**config.mk**
```make
export PLATFORM = sky130hd
export DESIGN_NAME = multichannel_decimator_pick_average_core
export DESIGN_NICKNAME = d
export VERILOG_FILES = /design/src/sv/mcdpa_pkg.sv /design/src/sv/multichannel_decimator_pick_average_core.sv /design/src/sv/mcdpa_front.sv /design/src/sv/mcdpa_fifo.sv /design/src/sv/mcdpa_back.sv
export SDC_FILE = /design/constraint.sdc
export NUM_CORES = 1
export LEC_CHECK = 0
export ABC_AREA = 1
export BUFFER_PORTS_ARGS = -buffer_cell sky130_fd_sc_hd__buf_2
export CAP_MARGIN = 25
export CORE_UTILIZATION = 54
export CTS_CLUSTER_DIAMETER = 150
export DETAILED_ROUTE_END_ITERATION = 7
export GPL_TIMING_DRIVEN = 1
export PLACE_DENSITY = 0.74
export SYNTH_ARGS = -nofsm -noshare
export SYNTH_HDL_FRONTEND = slang
export SYNTH_SLANG_ARGS = --single-unit
```
**constraint.sdc**
```tcl
create_clock -name clk -period 5.5 [get_ports clk]
set_clock_uncertainty 0.15 [all_clocks]
set_input_delay 1.375 -clock clk [delete_from_list [all_inputs] [get_ports clk]]
set_output_delay 1.375 -clock clk [all_outputs]
set_load 0.01 [all_outputs]
```
**src/sv/mcdpa_pkg.sv**
```systemverilog
package mcdpa_pkg;

	localparam int MAX_ELEMENTS = 16;
	localparam int MAX_FACTOR   = 256;

	localparam int DATA_W   = 32;
	localparam int SUM_W    = 40;
	localparam int IDX_W    = 4;
	localparam int COUNT_W  = 5;
	localparam int FACTOR_W = 9;
	localparam int GP_W     = 8;
	localparam int REM_W    = FACTOR_W;
	localparam int STEP_W   = 6;

	localparam int FIFO_DEPTH = 2;
	localparam int PTR_W      = 1;
	localparam int FCNT_W     = 2;

	localparam int REG_IDX_W = 2;
	localparam logic [REG_IDX_W-1:0] REG_MODE          = 2'd0;
	localparam logic [REG_IDX_W-1:0] REG_FACTOR        = 2'd1;
	localparam logic [REG_IDX_W-1:0] REG_ELEMENT_COUNT = 2'd2;

	localparam logic MODE_PICK    = 1'b0;
	localparam logic MODE_AVERAGE = 1'b1;

	typedef struct packed {
		logic                mode;
		logic [FACTOR_W-1:0] factor;
		logic [COUNT_W-1:0]  count;
		logic                restart;
	} cfg_t;

	typedef struct packed {
		logic                    div;
		logic signed [SUM_W-1:0] value;
		logic [IDX_W-1:0]        index;
		logic [FACTOR_W-1:0]     factor;
	} job_t;

endpackage

```
**src/sv/multichannel_decimator_pick_average_core.sv**
```systemverilog
// A picked or passed element reaches the result ports through the job queue and the result register;
// an average passes through the job queue, the divider and then the result register.
// Throughput: one input beat per cycle while the 2-entry job queue has room; each average
// result holds the back end while the divider loads it and then works one quotient bit per cycle.
// Reset: arst_n clears framing counters, queue and result slot; running sums need no clearing.
module multichannel_decimator_pick_average_core (
	input  logic                                    clk,
	input  logic                                    arst_n,
	input  logic                                    cfg_we,
	input  logic [mcdpa_pkg::REG_IDX_W-1:0]         cfg_index,
	input  logic [mcdpa_pkg::FACTOR_W-1:0]          cfg_data,
	input  logic                                    push,
	output logic                                    full,
	input  logic signed [mcdpa_pkg::DATA_W-1:0]     sample_value,
	output logic                                    empty,
	input  logic                                    pop,
	output logic signed [mcdpa_pkg::DATA_W-1:0]     out_value,
	output logic [mcdpa_pkg::IDX_W-1:0]             element_index
);

	logic                              mode_q;
	logic [mcdpa_pkg::FACTOR_W-1:0]    factor_q;
	logic [mcdpa_pkg::COUNT_W-1:0]     count_q;
	mcdpa_pkg::cfg_t                   cfg;
	mcdpa_pkg::job_t                   wr_job;
	mcdpa_pkg::job_t                   rd_job;
	logic                              q_wr;
	logic                              q_rd;
	logic                              q_full;
	logic                              q_empty;
	logic [mcdpa_pkg::DATA_W-1:0]      back_value;

	always_ff @(posedge clk or negedge arst_n) begin
		if (!arst_n) begin
			mode_q   <= mcdpa_pkg::MODE_PICK;
			factor_q <= mcdpa_pkg::FACTOR_W'(1);
			count_q  <= mcdpa_pkg::COUNT_W'(1);
		end else if (cfg_we) begin
			case (cfg_index)
				mcdpa_pkg::REG_MODE:          mode_q   <= cfg_data[0];
				mcdpa_pkg::REG_FACTOR:        factor_q <= cfg_data;
				mcdpa_pkg::REG_ELEMENT_COUNT: count_q  <= cfg_data[mcdpa_pkg::COUNT_W-1:0];
				default: ;
			endcase
		end
	end

	// zero means one, oversize saturates
	always_comb begin
		cfg.mode = mode_q;
		if (factor_q == '0) begin
			cfg.factor = mcdpa_pkg::FACTOR_W'(1);
		end else if (factor_q > mcdpa_pkg::FACTOR_W'(mcdpa_pkg::MAX_FACTOR)) begin
			cfg.factor = mcdpa_pkg::FACTOR_W'(mcdpa_pkg::MAX_FACTOR);
		end else begin
			cfg.factor = factor_q;
		end
		if (count_q == '0) begin
			cfg.count = mcdpa_pkg::COUNT_W'(1);
		end else if (count_q > mcdpa_pkg::COUNT_W'(mcdpa_pkg::MAX_ELEMENTS)) begin
			cfg.count = mcdpa_pkg::COUNT_W'(mcdpa_pkg::MAX_ELEMENTS);
		end else begin
			cfg.count = count_q;
		end
		cfg.restart = cfg_we && ((cfg_index == mcdpa_pkg::REG_MODE) ||
		              (cfg_index == mcdpa_pkg::REG_FACTOR) ||
		              (cfg_index == mcdpa_pkg::REG_ELEMENT_COUNT));
	end

	mcdpa_front u_front (
		.clk          (clk),
		.arst_n       (arst_n),
		.cfg          (cfg),
		.push         (push),
		.sample_value (sample_value),
		.q_full       (q_full),
		.full         (full),
		.q_wr         (q_wr),
		.q_job        (wr_job)
	);

	mcdpa_fifo u_fifo (
		.clk     (clk),
		.arst_n  (arst_n),
		.wr      (q_wr),
		.wr_job  (wr_job),
		.rd      (q_rd),
		.rd_job  (rd_job),
		.q_full  (q_full),
		.q_empty (q_empty)
	);

	mcdpa_back u_back (
		.clk           (clk),
		.arst_n        (arst_n),
		.job           (rd_job),
		.q_empty       (q_empty),
		.q_rd          (q_rd),
		.pop           (pop),
		.empty         (empty),
		.out_value     (back_value),
		.element_index (element_index)
	);

	assign out_value = back_value;

endmodule

```
**src/sv/mcdpa_front.sv**
```systemverilog
module mcdpa_front (
	input  logic                                    clk,
	input  logic                                    arst_n,
	input  mcdpa_pkg::cfg_t                         cfg,
	input  logic                                    push,
	input  logic signed [mcdpa_pkg::DATA_W-1:0]     sample_value,
	input  logic                                    q_full,
	output logic                                    full,
	output logic                                    q_wr,
	output mcdpa_pkg::job_t                         q_job
);

	logic [mcdpa_pkg::IDX_W-1:0]          elem_q;
	logic [mcdpa_pkg::GP_W-1:0]           group_q;
	logic signed [mcdpa_pkg::SUM_W-1:0]   sums_q [mcdpa_pkg::MAX_ELEMENTS];

	logic                                 accept;
	logic [mcdpa_pkg::IDX_W-1:0]          e;
	logic signed [mcdpa_pkg::SUM_W-1:0]   x_ext;
	logic signed [mcdpa_pkg::SUM_W-1:0]   sum_new;
	logic [mcdpa_pkg::COUNT_W-1:0]        e_next;
	logic [mcdpa_pkg::FACTOR_W-1:0]       g_next;
	logic                                 first;
	logic                                 last;
	logic                                 produce;

	assign full   = q_full;
	assign accept = push && !q_full;

	always_comb begin
		e = (mcdpa_pkg::COUNT_W'(elem_q) >= cfg.count) ? '0 : elem_q;
		x_ext   = mcdpa_pkg::SUM_W'(sample_value);
		first   = (group_q == '0);
		sum_new = first ? x_ext : sums_q[e] + x_ext;
		e_next  = mcdpa_pkg::COUNT_W'(e) + 1'b1;
		g_next  = mcdpa_pkg::FACTOR_W'(group_q) + 1'b1;
		last    = (g_next >= cfg.factor);
		produce = (cfg.mode == mcdpa_pkg::MODE_PICK) ? first : last;
	end

	assign q_wr = accept && produce;

	always_comb begin
		q_job.div    = (cfg.mode == mcdpa_pkg::MODE_AVERAGE) &&
		               (cfg.factor != mcdpa_pkg::FACTOR_W'(1));
		q_job.value  = q_job.div ? sum_new : x_ext;
		q_job.index  = e;
		q_job.factor = cfg.factor;
	end

	always_ff @(posedge clk or negedge arst_n) begin
		if (!arst_n) begin
			elem_q  <= '0;
			group_q <= '0;
		end else if (cfg.restart) begin
			elem_q  <= '0;
			group_q <= '0;
		end else if (accept) begin
			if (e_next >= cfg.count) begin
				elem_q  <= '0;
				group_q <= last ? '0 : g_next[mcdpa_pkg::GP_W-1:0];
			end else begin
				elem_q <= e_next[mcdpa_pkg::IDX_W-1:0];
			end
		end
	end

	// first beat of a group overwrites, so sums need no clearing
	always_ff @(posedge clk) begin
		if (accept) begin
			sums_q[e] <= sum_new;
		end
	end

endmodule

```
**src/sv/mcdpa_fifo.sv**
```systemverilog
module mcdpa_fifo (
	input  logic            clk,
	input  logic            arst_n,
	input  logic            wr,
	input  mcdpa_pkg::job_t wr_job,
	input  logic            rd,
	output mcdpa_pkg::job_t rd_job,
	output logic            q_full,
	output logic            q_empty
);

	mcdpa_pkg::job_t                 mem_q [mcdpa_pkg::FIFO_DEPTH];
	logic [mcdpa_pkg::PTR_W-1:0]     wptr_q;
	logic [mcdpa_pkg::PTR_W-1:0]     rptr_q;
	logic [mcdpa_pkg::FCNT_W-1:0]    cnt_q;
	logic                            do_wr;
	logic                            do_rd;

	assign q_full  = (cnt_q == mcdpa_pkg::FCNT_W'(mcdpa_pkg::FIFO_DEPTH));
	assign q_empty = (cnt_q == '0);
	assign do_wr   = wr && !q_full;
	assign do_rd   = rd && !q_empty;
	assign rd_job  = mem_q[rptr_q];

	always_ff @(posedge clk) begin
		if (do_wr) begin
			mem_q[wptr_q] <= wr_job;
		end
	end

	always_ff @(posedge clk or negedge arst_n) begin
		if (!arst_n) begin
			wptr_q <= '0;
			rptr_q <= '0;
			cnt_q  <= '0;
		end else begin
			if (do_wr) begin
				wptr_q <= wptr_q + 1'b1;
			end
			if (do_rd) begin
				rptr_q <= rptr_q + 1'b1;
			end
			if (do_wr && !do_rd) begin
				cnt_q <= cnt_q + 1'b1;
			end else if (do_rd && !do_wr) begin
				cnt_q <= cnt_q - 1'b1;
			end
		end
	end

	a_cnt_bound: assert property (@(posedge clk) disable iff (!arst_n)
		cnt_q <= mcdpa_pkg::FCNT_W'(mcdpa_pkg::FIFO_DEPTH))
		else $error("fifo count overflow");

	a_cnt_up: assert property (@(posedge clk) disable iff (!arst_n)
		(do_wr && !do_rd) |=> (cnt_q == $past(cnt_q) + 1'b1))
		else $error("fifo count missed a write");

endmodule

```
**src/sv/mcdpa_back.sv**
```systemverilog
module mcdpa_back (
	input  logic                                clk,
	input  logic                                arst_n,
	input  mcdpa_pkg::job_t                     job,
	input  logic                                q_empty,
	output logic                                q_rd,
	input  logic                                pop,
	output logic                                empty,
	output logic [mcdpa_pkg::DATA_W-1:0]        out_value,
	output logic [mcdpa_pkg::IDX_W-1:0]         element_index
);

	logic                              busy_q;
	logic [mcdpa_pkg::STEP_W-1:0]      step_q;
	logic [mcdpa_pkg::SUM_W-1:0]       quo_q;
	logic [mcdpa_pkg::REM_W-1:0]       rem_q;
	logic [mcdpa_pkg::FACTOR_W-1:0]    div_q;
	logic                              neg_q;
	logic [mcdpa_pkg::IDX_W-1:0]       idx_q;
	logic                              res_valid_q;
	logic [mcdpa_pkg::DATA_W-1:0]      res_value_q;
	logic [mcdpa_pkg::IDX_W-1:0]       res_idx_q;

	logic                              take;
	logic                              pop_ok;
	logic                              done;
	logic [mcdpa_pkg::REM_W+1:0]       shifted;
	logic [mcdpa_pkg::REM_W+1:0]       diff;
	logic                              qbit;
	logic [mcdpa_pkg::REM_W-1:0]       rem_next;
	logic [mcdpa_pkg::SUM_W-1:0]       quo_next;
	logic [mcdpa_pkg::SUM_W-1:0]       quo_signed;

	assign pop_ok = pop && res_valid_q;
	assign take   = !q_empty && !busy_q && (!res_valid_q || pop);
	assign q_rd   = take;
	assign done   = busy_q && (step_q == '0);

	assign empty         = !res_valid_q;
	assign out_value     = res_value_q;
	assign element_index = res_idx_q;

	// restoring divide of the magnitude, one quotient bit per cycle
	always_comb begin
		shifted    = {1'b0, rem_q, quo_q[mcdpa_pkg::SUM_W-1]};
		diff       = shifted - {2'b00, div_q};
		qbit       = !diff[mcdpa_pkg::REM_W+1];
		rem_next   = qbit ? diff[mcdpa_pkg::REM_W-1:0] : shifted[mcdpa_pkg::REM_W-1:0];
		quo_next   = {quo_q[mcdpa_pkg::SUM_W-2:0], qbit};
		quo_signed = neg_q ? (~quo_next + 1'b1) : quo_next;
	end

	always_ff @(posedge clk or negedge arst_n) begin
		if (!arst_n) begin
			busy_q      <= 1'b0;
			res_valid_q <= 1'b0;
			step_q      <= '0;
		end else begin
			if (pop_ok) begin
				res_valid_q <= 1'b0;
			end
			if (take && job.div) begin
				busy_q <= 1'b1;
				step_q <= mcdpa_pkg::STEP_W'(mcdpa_pkg::SUM_W - 1);
			end else if (busy_q) begin
				step_q <= step_q - 1'b1;
				if (done) begin
					busy_q <= 1'b0;
				end
			end
			if ((take && !job.div) || done) begin
				res_valid_q <= 1'b1;
			end
		end
	end

	always_ff @(posedge clk) begin
		if (take) begin
			if (job.div) begin
				neg_q <= job.value[mcdpa_pkg::SUM_W-1];
				quo_q <= job.value[mcdpa_pkg::SUM_W-1] ? (~job.value + 1'b1) : job.value;
				rem_q <= '0;
				div_q <= job.factor;
				idx_q <= job.index;
			end else begin
				res_value_q <= job.value[mcdpa_pkg::DATA_W-1:0];
				res_idx_q   <= job.index;
			end
		end else if (busy_q) begin
			quo_q <= quo_next;
			rem_q <= rem_next;
			if (done) begin
				res_value_q <= quo_signed[mcdpa_pkg::DATA_W-1:0];
				res_idx_q   <= idx_q;
			end
		end
	end

	a_busy_no_res: assert property (@(posedge clk) disable iff (!arst_n)
		busy_q |-> !res_valid_q)
		else $error("divider running while result slot is occupied");

	a_done_res: assert property (@(posedge clk) disable iff (!arst_n)
		done |=> (res_valid_q && !busy_q))
		else $error("quotient not delivered");

endmodule

```
==> After elaboration in Yosys (flattened, before gate mapping) <==
Memories as Yosys holds them, arrays and structs flattened.
Cells that the tools add are included.
{ "op_classes": {"reduce_logical": 46, "n_mux": 45, "n_mul": 0, "shifts": 0, "order_cmp": 5, "div_mod_pow": 0, "n_addsub": 11, "n_eq_ne": 6, "bitwise_logic": 2} }
{ "ops": {"columns": ["op", "n"], "rows": [
  ["$mux 40", 6],
  ["$mux 32", 5],
  ["$mux 9", 6],
  ["$add 40x1->40 const B", 1],
  ["$add 40x32->40", 1],
  ["$not 40->40", 1],
  ["$add 32x1->32 const B", 1],
  ["$mux 4", 8],
  ["$mux 8", 4],
  ["$not 32->32", 1],
  ["$logic_and 1x1->1", 14],
  ["$reduce_bool 2->1", 7],
  ["$mux 6", 2],
  ["$reduce_and 2->1", 6],
  ["$sub 10x9->11", 1],
  ["$mux 1", 10],
  ["$mux 5", 2],
  ["$add 8x1->9 const B", 1],
  ["$ge 9x9->1", 1],
  ["$gt 9x9->1 const B", 1],
  ["$logic_not 9->1", 1],
  ["$ne 9x1->1 const B", 1],
  ["$logic_not 1->1", 8],
  ["$logic_not 8->1", 1],
  ["other kinds (18)", 25]
]} }
{ "word_totals": {"romBits": 0, "inputBits": 48, "mem_count": 2, "elab_cells": 135, "latchBits": 0, "mem_bits_rw": 748, "output_inout_bits": 38, "ff_bits": 138} }
{ "mem_list": {"columns": ["memory", "depth", "width", "read_ports", "rd_clocked_by_memory_dff", "write_ports", "line_no", "rtl"], "rows": [
  ["u_front.sums_q", 16, 40, 1, 0, 1, "mcdpa_front.sv:15", "logic signed [mcdpa_pkg::SUM_W-1:0] sums_q [mcdpa_pkg::MAX_ELEMENTS];"],
  ["u_fifo.mem_q", 2, 54, 1, 0, 1, "mcdpa_fifo.sv:12", "mcdpa_pkg::job_t mem_q [mcdpa_pkg::FIFO_DEPTH];"]
]} }

==> Longest topological paths before layout <==
{ "depth": {"depth_word": 11, "ltp_mapped": 36, "mapped_depth_nobuf": 33} }

==> Cells and area by module <==
Synthesis repeated with hierarchy kept, for this count alone.
{ "unflattened": {"hier_cells": 3927, "area_unflattened_um2": 41677.5} }
{ "by_module_without_submodules": {"columns": ["mod", "seq_area_each_um2", "area_per_inst_um2", "instances", "cells_per_inst"], "rows": [
  ["mcdpa_front", 19518.7, 29776.1, 1, 2638],
  ["mcdpa_back", 3173.0, 6980.4, 1, 882],
  ["mcdpa_fifo", 3343.2, 4155.2, 1, 313],
  ["multichannel_decimator_pick_average_core", 377.9, 765.7, 1, 94]
]} }

==> Worst setup path before layout <==
No wires, ideal clock.
{ "synth_timing": {"path_kind": "register to register", "start": "reg u_front.elem_q[0] (netlist bit)", "end": "mem u_front.sums_q[0][27] (netlist bit), data pin", "setup_ns": 0.336, "n_path_buf": 6, "t_required_ns": 5.014, "arrival_ns": 5.045, "synth_period_minus_slack_ns": 5.532, "stages_incl_launch_ff": 29, "slack_ns": -0.032, "path_cell_list": "dfrtp_1 buf_2 clkbuf_1 clkbuf_1 inv_1 ha_1 inv_1 nand2_1 nand2_1 nand2_1 nand2_1 nand3_1 buf_2 buf_2 clkbuf_1 a21oi_1 a32o_1 a21oi_1 ha_1 a21oi_1 nor2_1 nor2_1 nand2_1 a21oi_1 o21ai_0 nand3_1 nand2_1 xnor2_1 a21boi_0"} }
{ "synth_via": {"elab_chain_cells": 5} }
{ "synth_lines": {"columns": ["item", "line_no", "rtl"], "rows": [
  ["start: declaration", "mcdpa_front.sv:13", "logic [mcdpa_pkg::IDX_W-1:0] elem_q;"],
  ["start signal: assignment", "mcdpa_front.sv:63", "elem_q <= e_next[mcdpa_pkg::IDX_W-1:0];"],
  ["$ge 4x5->1", "mcdpa_front.sv:31", "e = (mcdpa_pkg::COUNT_W'(elem_q) >= cfg.count) ? '0 : elem_q;"],
  ["$mux 4 *", "mcdpa_front.sv:31", null],
  ["$mem_v2 16x40 *", null, null],
  ["$add 40x32->40 *", "mcdpa_front.sv:34", "sum_new = first ? x_ext : sums_q[e] + x_ext;"],
  ["$mux 40 *", "mcdpa_front.sv:34", null],
  ["named net u_front.sum_new (one bit)", "mcdpa_front.sv:20", "logic signed [mcdpa_pkg::SUM_W-1:0] sum_new;"],
  ["end: declaration", "mcdpa_front.sv:15", null]
]} }
Mark *: on every way through the listed nets, which the timed path passes. The rest lies on a longest branch.

==> reports/qor.csv <==
metric,value,unit
outcome,completed,
ir_drop,411.6,uV
synthCells,3782,
p_int,0.02060,W
holdWs,0.3197,ns
placementRows,100,
antenna_left,0,
fin_cells,5197,
setup_tns,0,ns
fin_crit_sh,98.18,%
worst_path_largest_cell_delay,0.55,ns
ys_async_sr_fraction,4.402,%
vias_per_cell,6.044,
synth_top_family_by_area,simple AND/OR/NAND/NOR gates,
final-seq-area,0.02642,sq mm
route.detailed.drc,0,
clockRootBuffer,clkbuf_16,
period_needed,5.400,ns
core,0.07470,sq mm
pin_count,86,
startpoint_type,flop,
p_leak,19.05,nW
grt_usage,29.12,%
p_comb_share,49.7,%
relSlewSlack,31.40,%
cpMostUsedCell,nand2_1,
worstSetupEndpointType,flop,
synth_mux_area_share,0.2199,%
start_util,54.85,%
synth_flop_cell,edfxtp_1,
areaGrowthSynthToFinish,20.54,%
h-tree-depth,3,
crit_fanout,18,
cts.sinks,886,
routed_wl,117400,microns
crit_type,flop to flop,
routabilityCongestion,0.9991,
firstDrtPassIters,6,
first_global_vias,29480,
postCtsHoldBufs,0,
cts_tree,built,
tightest_slew,1.029,ns
mostFrequentLayoutCells,"nand2_1 (1089), edfxtp_1 (847), buf_4 (303)",
worstSkewPairLatency,0.65,ns
synth_compound_area_share,11.70,%
max_freq,0.1852,GHz
final_nets,4279,
ys_seq_elements,886,
drive_above_1_share,20.83,%
clk_path_buf_depth,3,
hp-class,flop to flop,
p_per_area,672.8,mW/mm^2
routed-via-count,31410,
p_sw_share,38.02,%
seq_area_frac_synth,64.46,%
cp_data_required_time,5.71,ns
ys.warnings.count,0,
r2r_cells,30,
wl_per_cell,22.58,microns
final_hold_viol_count,0,
die_h,277.5,microns
synth-edff-count,847,
synth.distinct_cells,66,
multi_input_area,0.01397,sq mm
slowest_stage,or4_4,
syn-cell-area,0.04097,sq mm
grt_pass1_wl,170900,microns
crit_arrival,5.61,ns
synth_nets,3908,
filler_cell_count,5335,
hpwl,72390,microns
synth_simple_gate_area_share,16.38,%
drt_iter0_drc,3419,
grt_setup_unrepaired,true,
final-max-slew-violation-count,0,
hold_depth,2,
clkPwrFrac,17.6,%
synth-xor-area-share,0.7054,%
synth_fa_ha_area_share,2.419,%
numCtsBuffers,88,
switching_power,0.01263,W
dieWidth,277.5,microns
grt_max_degree,166,
synth.avg_cell_area,10.83,sq um
final_common_cell,nand2_1,
die_area,0.07698,sq mm
p_seq_share,32.7,%
drv_cap,0,
placedCellCount,4981,
antenna_found_initial,3,
io_buffers,85,
grt.overflow.total,0,
setup_violations,0,
clkTransAtPathRegs,0.06,ns
==> cells by family after synthesis <==
| logic type | Yosys count |
|---|---|
| XOR/XNOR | 33 |
| buffers and inverters | 417 |
| AO/OA/AOI/OAI | 737 |
| flip-flops | 886 |
| adder cells (fa/ha/maj) | 78 |
| multiplexers | 7 |
| AND/OR/NAND/NOR | 1624 |
==> cells in the mapped netlist, types with 13 or more instances <==
cell type	n	area, sq um
nor3_1	29	145.1
xor2_1	22	192.7
dfrtp_1	37	925.9
clkbuf_1	98	367.9
ha_1	76	950.9
o31ai_1	17	127.6
o21ai_0	149	745.7
nor2_1	191	716.9
inv_1	231	867.1
o211ai_1	18	135.1
edfxtp_1	847	25430
nand3_1	152	760.7
or2_2	25	156.4
buf_2	61	305.3
buf_1	13	48.80
a21oi_1	283	1416
nand4_1	36	225.2
a32o_1	156	1562
nand2_1	1130	4242
o21ai_1	29	145.1
==> metrics by stage <==
stage               cell area [sq um]  util [%]  total power [W]  worst slack, ns
floorplan                       40970         -          0.01875          0.05534
global placement                44890     60.09          0.02504         -0.04902
detailed placement              44890     60.09          0.02532          -0.1135
CTS                             47850     64.06          0.03141         0.005771
global route                    49380     66.11          0.03472         -0.09090
finish                          49390     66.12          0.03323           0.1003
==> path summary, 6_finish.rpt <==
path,from,endpoint,slack [ns]
min in group asynchronous,arst_n,factor_q[4],0.71
max in group asynchronous,arst_n,u_front.elem_q[0],3.84
worst min register to register,u_fifo.wptr_q,u_fifo.wptr_q,0.32
worst min-delay path,u_fifo.wptr_q,u_fifo.wptr_q,0.32
worst max-delay path,count_q[1],u_fifo.mem_q[1][22],0.10
worst max register to register,count_q[1],u_fifo.mem_q[1][22],0.10
==> worst max-delay path: cells and delay by family, from the launching register on <==
family                   cells  cell delay, ns
AO/OA/AOI/OAI                9            1.73
AND/OR/NAND/NOR             11            1.39
buffers and inverters        8            0.98
adder cells (fa/ha/maj)      2            0.47
flip-flops                   1            0.38
==> repair_timing <==
item,4_1_cts,5_1_grt
pin swaps,2,57
buffers inserted,3,32
gates cloned,3,14
gates resized for setup,21,242
setup endpoints to repair,116,620
==> routing by layer <==
layer  up-vias  GRT usage (%)  wire length, microns
li1      14230              -                     -
met1     15120          38.39                 44870
met2      1711          48.18                 55630
met3       351          4.363                 11400
met4         2          12.41                  5452
met5         -              0                    13
==> flip-flops by register name (all words and copies together) (netlist names), 5 cells and up <==
| signal | count |
|---|---|
| u_back.step_q | 6 |
| factor_q | 9 |
| u_front.sums_q | 640 |
| u_back.quo_q | 40 |
| u_front.group_q | 8 |
| u_back.div_q | 9 |
| u_back.rem_q | 9 |
| u_fifo.mem_q | 108 |
| count_q | 5 |
| u_back.out_value | 32 |
==> power groups by stage <==
| stage | Combinational, W | Sequential [W] | Clock (W) |
|---|---|---|---|
| global route | 0.0176 | 0.0109 | 0.00617 |
| floorplan | 0.00765 | 0.0111 | 0 |
| global placement | 0.0140 | 0.0110 | 0 |
| finish | 0.0165 | 0.0109 | 0.00586 |
| CTS | 0.0146 | 0.0109 | 0.00592 |
| detailed placement | 0.0143 | 0.0111 | 0 |
==> cell type report <==
| class | count | area share (%) |
|---|---|---|
| antenna | 4 | 0.02027 |
| clock buffer | 102 | 4.565 |
| clock inverter | 59 | 1.064 |
| inverter | 239 | 1.829 |
| multi-input combinational | 2479 | 28.29 |
| sequential | 886 | 53.49 |
| tap | 969 | 2.455 |
| timing repair buffer | 459 | 8.289 |
Note: power is estimated with default switching activity, not from simulation.
